<file path="config.mk">
export PLATFORM = sky130hd
export DESIGN_NAME = booth_signed_multiplier_core
export DESIGN_NICKNAME = d
export VERILOG_FILES = /design/src/hdl/bsm_pkg.sv /design/src/hdl/booth_signed_multiplier_core.sv
export SDC_FILE = /design/constraint.sdc
export NUM_CORES = 1
export LEC_CHECK = 0
export BUFFER_PORTS_ARGS = -buffer_cell sky130_fd_sc_hd__buf_4
export CAP_MARGIN = 20
export CORE_MARGIN = 5
export CORE_UTILIZATION = 50
export CTS_BUF_LIST = sky130_fd_sc_hd__clkbuf_4 sky130_fd_sc_hd__clkbuf_8 sky130_fd_sc_hd__clkbuf_16
export CTS_CLUSTER_DIAMETER = 150
export DETAILED_ROUTE_END_ITERATION = 8
export PLACE_DENSITY = 0.75
export SETUP_SLACK_MARGIN = 0.15
export SLEW_MARGIN = 10
export SYNTH_ARGS = -nofsm -noshare
export SYNTH_HDL_FRONTEND = slang
export SYNTH_SLANG_ARGS = --single-unit
export TNS_END_PERCENT = 100
</file>
<file path="constraint.sdc">
create_clock -name clk -period 8.16 [get_ports clk]
set_clock_uncertainty 0.1 [all_clocks]
set_input_delay 0.408 -clock clk [delete_from_list [all_inputs] [get_ports clk]]
set_output_delay 0.408 -clock clk [all_outputs]
set_load 0.02 [all_outputs]
</file>
<file path="src/hdl/bsm_pkg.sv">
`timescale 1ns / 1ps

package bsm_pkg;

	localparam int OPERAND_WIDTH   = 8;
	localparam int PRODUCT_WIDTH   = 2 * OPERAND_WIDTH;
	localparam int STEPS_PER_STAGE = 2;
	localparam int NUM_STAGES      = (OPERAND_WIDTH + STEPS_PER_STAGE - 1) / STEPS_PER_STAGE;

	// Booth pair codes: {multiplier lsb, extra bit}
	localparam logic [1:0] BOOTH_ADD = 2'b01;
	localparam logic [1:0] BOOTH_SUB = 2'b10;

	typedef struct packed {
		logic [OPERAND_WIDTH:0]   acc;
		logic [OPERAND_WIDTH-1:0] q;
		logic                     qx;
	} booth_state_t;

	// one Booth step: add/subtract, then arithmetic shift of acc:q:qx
	function automatic booth_state_t booth_step(input booth_state_t st,
		input logic [OPERAND_WIDTH:0] m);
		booth_state_t           nx;
		logic [OPERAND_WIDTH:0] acc;
		acc = st.acc;
		case ({st.q[0], st.qx})
			BOOTH_ADD: acc = st.acc + m;
			BOOTH_SUB: acc = st.acc - m;
			default:   acc = st.acc;
		endcase
		nx.qx  = st.q[0];
		nx.q   = {acc[0], st.q[OPERAND_WIDTH-1:1]};
		nx.acc = {acc[OPERAND_WIDTH], acc[OPERAND_WIDTH:1]};
		return nx;
	endfunction

endpackage

</file>
<file path="src/hdl/booth_signed_multiplier_core.sv">
`timescale 1ns / 1ps

// Radix-2 Booth signed multiplier, 8 x 8 -> 16 bits two's complement.
// A request is taken on every cycle that start is high; busy is always low,
// as the pipeline never stalls. The product appears on product with done high
// for exactly one cycle, after the pipeline register stages (one register stage
// per two Booth steps), in request order. One request per cycle is sustained.
// The receiver cannot hold results off, so it must take each one as it comes.
module booth_signed_multiplier_core (
	input  logic                                    clk,
	input  logic                                    arst_n,
	input  logic                                    start,
	output logic                                    busy,
	input  logic signed [bsm_pkg::OPERAND_WIDTH-1:0] multiplicand,
	input  logic signed [bsm_pkg::OPERAND_WIDTH-1:0] multiplier,
	output logic                                    done,
	output logic signed [bsm_pkg::PRODUCT_WIDTH-1:0] product
);

	localparam int W   = bsm_pkg::OPERAND_WIDTH;
	localparam int NS  = bsm_pkg::NUM_STAGES;
	localparam int SPS = bsm_pkg::STEPS_PER_STAGE;

	bsm_pkg::booth_state_t state_s [NS];
	logic [W:0]            mcand_s [NS];
	logic [NS-1:0]         valid_s;

	bsm_pkg::booth_state_t entry;
	logic [W:0]            mcand_ext;

	assign busy      = 1'b0;
	assign mcand_ext = {multiplicand[W-1], multiplicand};

	always_comb begin
		entry.acc = '0;
		entry.q   = multiplier;
		entry.qx  = 1'b0;
	end

	for (genvar i = 0; i < NS; i++) begin : g_stage
		bsm_pkg::booth_state_t st_in;
		bsm_pkg::booth_state_t st_out;
		logic [W:0]            m_in;
		logic                  v_in;

		if (i == 0) begin : g_first
			assign st_in = entry;
			assign m_in  = mcand_ext;
			assign v_in  = start;
		end else begin : g_next
			assign st_in = state_s[i-1];
			assign m_in  = mcand_s[i-1];
			assign v_in  = valid_s[i-1];
		end

		always_comb begin
			st_out = st_in;
			for (int j = 0; j < SPS; j++) begin
				if (i * SPS + j < W) begin
					st_out = bsm_pkg::booth_step(st_out, m_in);
				end
			end
		end

		always_ff @(posedge clk or negedge arst_n) begin
			if (!arst_n) begin
				valid_s[i] <= 1'b0;
			end else begin
				valid_s[i] <= v_in;
			end
		end

		always_ff @(posedge clk) begin
			state_s[i] <= st_out;
			mcand_s[i] <= m_in;
		end
	end

	assign done    = valid_s[NS-1];
	assign product = {state_s[NS-1].acc[W-1:0], state_s[NS-1].q};

endmodule
</file>
==> flow_metrics.tcl <==
set metrics [dict create \
    fin_tns_setup_ns 0 \
    start_util_pct 51.1 \
    fp.dieW_um 121 \
    rsz0062_at_grt "no" \
    peakVddDrop_mv 0.133 \
    synthSimpleGateAreaFrac_pct 16.9 \
    critPathKind "reg2reg" \
    slew_headroom_pct 60.2 \
    num_rows 40 \
    hpwl_mm 10.2 \
    p_sw_uw 930 \
    die_h_um 121 \
    via_count 4898 \
    place_area_sq_um 6550 \
    yosysWarnings 0 \
    yosysSeqAreaShare_pct 31.2 \
    wl_per_cell_um 13.9 \
    start_kind "register" \
    whs_ns 0.0505 \
    nets 822 \
    cts_tree "built" \
    cp_top_family "simple AND/OR/NAND/NOR gates" \
    min_period_ns 4.78 \
    final_core_util_pct 56.9 \
    synth_edf_count 0 \
    portBuffers 35 \
    finalCritPeriodShare_pct 58.6 \
    synth_fa_ha_area_share_pct 15.1 \
    switching_share_pct 40.0 \
    fmax_mhz 209 \
    yosysUniqueCellTypes 58 \
    synth_xor_area_share_pct 10.8 \
    synth-main-ff-cell "dfxtp_1" \
    grt_overflow 0 \
    pin_count 37 \
    synthMuxAreaShare_pct 7.02 \
    path_max_fanout 5 \
    cts_buffer_depth 2 \
    hold_viol 0 \
    grt_pass1_vias 5099 \
    crit_slowest_cell "nor3b_1" \
    htreeDepth 3 \
    crit_top_cell "ha_1" \
    worst_path_largest_cell_delay_ns 0.51 \
    coreArea_sq_um 12100 \
    clock_latency_ns 0.36 \
    crit_chain "inv_1, ha_1, nor3b_1, nor3b_1, nor2_1, xnor2_1, ha_1, or3_1, o221a_2, a221o_1, ha_1, or3_1, o21a_1, a2111oi_0, mux2i_1, o2111a_1, o311ai_1" \
    cp.required_ns 8.32 \
    gp_congestion 0.856 \
    clkPwrFrac_pct 17.8 \
    synthCells 707 \
    critPathCaptureType "register" \
    drc_errors 0 \
    seqPwrFrac_pct 27.5 \
    synthArstFlopShare_pct 4.21 \
    layout-drive-gt1-share_pct 11.0 \
    synth_top_family_by_area "simple AND/OR/NAND/NOR gates" \
    cp_num_buf_inv 1 \
    area_growth_pct 11.4 \
    p_int_mw 1.39 \
    synth_compound_area_share_pct 14.9 \
    grt_pass1_wl_mm 22.1 \
    comb_power_share_pct 54.7 \
    antennaDiodeCount 0 \
    antenna_found_initial 0 \
    p_leak_nw 2.99 \
    stdcell_count 906 \
    drtIter0Drc 275 \
    grt_max_degree 20 \
    finish.instance_area_sq_um 6860 \
    slew_violations 0 \
    ant_nets 0 \
    root_buffer "clkbuf_16" \
    dp_cells 889 \
    clk_pin_slew_ns 0.07 \
    status "completed" \
    ys_ff_latch 95 \
    worstMarginPinSlew_ns 0.592 \
    cap_viol_max_count 0 \
    syn_area_per_cell_sq_um 8.72 \
    track_usage_pct 18.4 \
    synth_nets 796 \
    wl_mm 12.6 \
    clock_sinks 95 \
    arrival_ns 4.94 \
    die_area_sq_um 14600 \
    cts-buffers-inserted 9 \
    power_density_nw_per_um2 339 \
    hp-class "in2reg" \
    via_per_inst 5.41 \
    first_pass_iters 5 \
    setup_viol 0 \
    netlist_area_sq_um 6160 \
]
worst paths after layout:
check | from | end | slack, ns | cells past startpoint
max reg2reg | mcand_s[0][0] | state_s[1][16] | 3.38 | 17
min in group asynchronous | arst_n | g_stage[1].v_in | 0.28 | 2
max in group asynchronous | arst_n | g_stage[3].v_in | 7.59 | 2
max | mcand_s[0][0] | state_s[1][16] | 3.38 | 17
min reg2reg | state_s[0][4] | state_s[1][2] | 0.23 | 0
min | multiplier[7] | state_s[0][6] | 0.05 | 1
flip-flops by register name, summed over array words and instances (netlist names):
| signal | count |
|---|---|
| mcand_s | 24 |
| state_s | 67 |
| done | 1 |
| g_stage.v_in | 3 |
stage by stage:
stage | power [mW] | worst slack [ns]
finish | 2.32 | 3.38
global route | 2.53 | 3.00
CTS | 2.34 | 3.40
detailed placement | 1.91 | 3.44
global placement | 1.84 | 3.69
floorplan | 1.63 | 3.99
cell type report:
| class | instances | area, sq um |
|---|---|---|
| fillers | 1079 | 5200 |
| inverters | 45 | 169 |
| clock inverters | 7 | 75.1 |
| clock buffers | 9 | 225 |
| flip-flops and latches | 95 | 1920 |
| repair buffers | 36 | 273 |
| well taps | 168 | 210 |
| multi-input cells | 546 | 3990 |
per-layer routing:
layer | wire length, um | vias to the layer above | global-route usage [%] | part of all wire (%)
met5 | 0 | - | 0 | 0
met4 | 288 | 0 | 7.58 | 2.3
met3 | 393 | 25 | 4.34 | 3.1
met2 | 6910 | 85 | 35.9 | 55
met1 | 5030 | 2293 | 18.3 | 40
li1 | - | 2495 | - | -
layout by cell type (no fill, tap or decap), types with 3 or more instances in the layout:
cell / Yosys / routed
a2111oi_0: 6 / 6
a211o_1: 7 / 7
a211oi_1: 3 / 3
a21boi_0: 4 / 4
a21o_1: 5 / 5
a21oi_1: 26 / 26
a22o_1: 3 / 3
a31oi_1: 3 / 3
and2_1: 3 / 3
buf_4: 1 / 35
clkbuf_16: 0 / 9
dfrtp_1: 4 / 4
dfxtp_1: 91 / 91
fa_1: 7 / 7
ha_1: 63 / 63
inv_1: 44 / 44
inv_8: 0 / 3
mux2_2: 20 / 20
mux2i_1: 17 / 17
nand2_1: 43 / 43
nand2b_1: 12 / 12
nor2_1: 90 / 90
nor2b_1: 14 / 14
nor3_1: 29 / 29
nor3b_1: 8 / 8
o21a_1: 9 / 9
o21ai_0: 45 / 45
o31ai_1: 10 / 10
or3_1: 5 / 5
xnor2_1: 60 / 60
xor2_1: 16 / 16
power by group through the flow:
| stage | Sequential [mW] | Combinational [mW] | Clock, mW |
|---|---|---|---|
| 2_1_floorplan | 0.683 | 0.949 | 0 |
| 3_3_place_gp | 0.648 | 1.19 | 0 |
| 3_5_place_dp | 0.651 | 1.26 | 0 |
| 4_1_cts | 0.640 | 1.27 | 0.428 |
| 5_1_grt | 0.653 | 1.43 | 0.445 |
| 6_report | 0.640 | 1.27 | 0.414 |
synthesized netlist by cell type (all sizes together) (2+ instances only):
library cell	count	area [sq um]
and3b	2	17.5
a21oi	26	130
o31ai	10	75.1
ha	63	788
a211oi	3	22.5
inv	44	165
a221oi	4	47.6
a22o	3	26.3
nand2b	12	75.1
fa	7	140
o21ai	47	235
dfxtp	91	1820
xnor2	60	526
a2111oi	6	52.6
nor3b	10	85.1
mux2	23	263
nor4	2	12.5
a211o	7	61.3
nor2b	14	87.6
dfrtp	4	100
a21o	5	37.5
clkbuf	20	75.1
a31oi	3	18.8
nor3	29	145
and2	4	25.0
o21a	9	67.6
a2111o	2	22.5
a21boi	6	45.0
or4	2	15.0
xor2	16	140
nand2	43	161
mux2i	17	170
or3	5	31.3
or2	2	12.5
nor2	90	338
timing repair:
action                    4_1_cts  5_1_grt
hold endpoints to repair        4        0
hold buffers                    1        0
resized for setup               0        0
buffers inserted                0        0
logic make-up after synthesis:
| family | count (synthesis) |
|---|---|
| xor+xnor | 76 |
| buf+inv | 66 |
| flops | 95 |
| compound gates | 139 |
| simple gates | 220 |
| fa+ha+maj | 70 |
| other cells | 1 |
| mux | 40 |
Power figures use the tool's default switching activity.
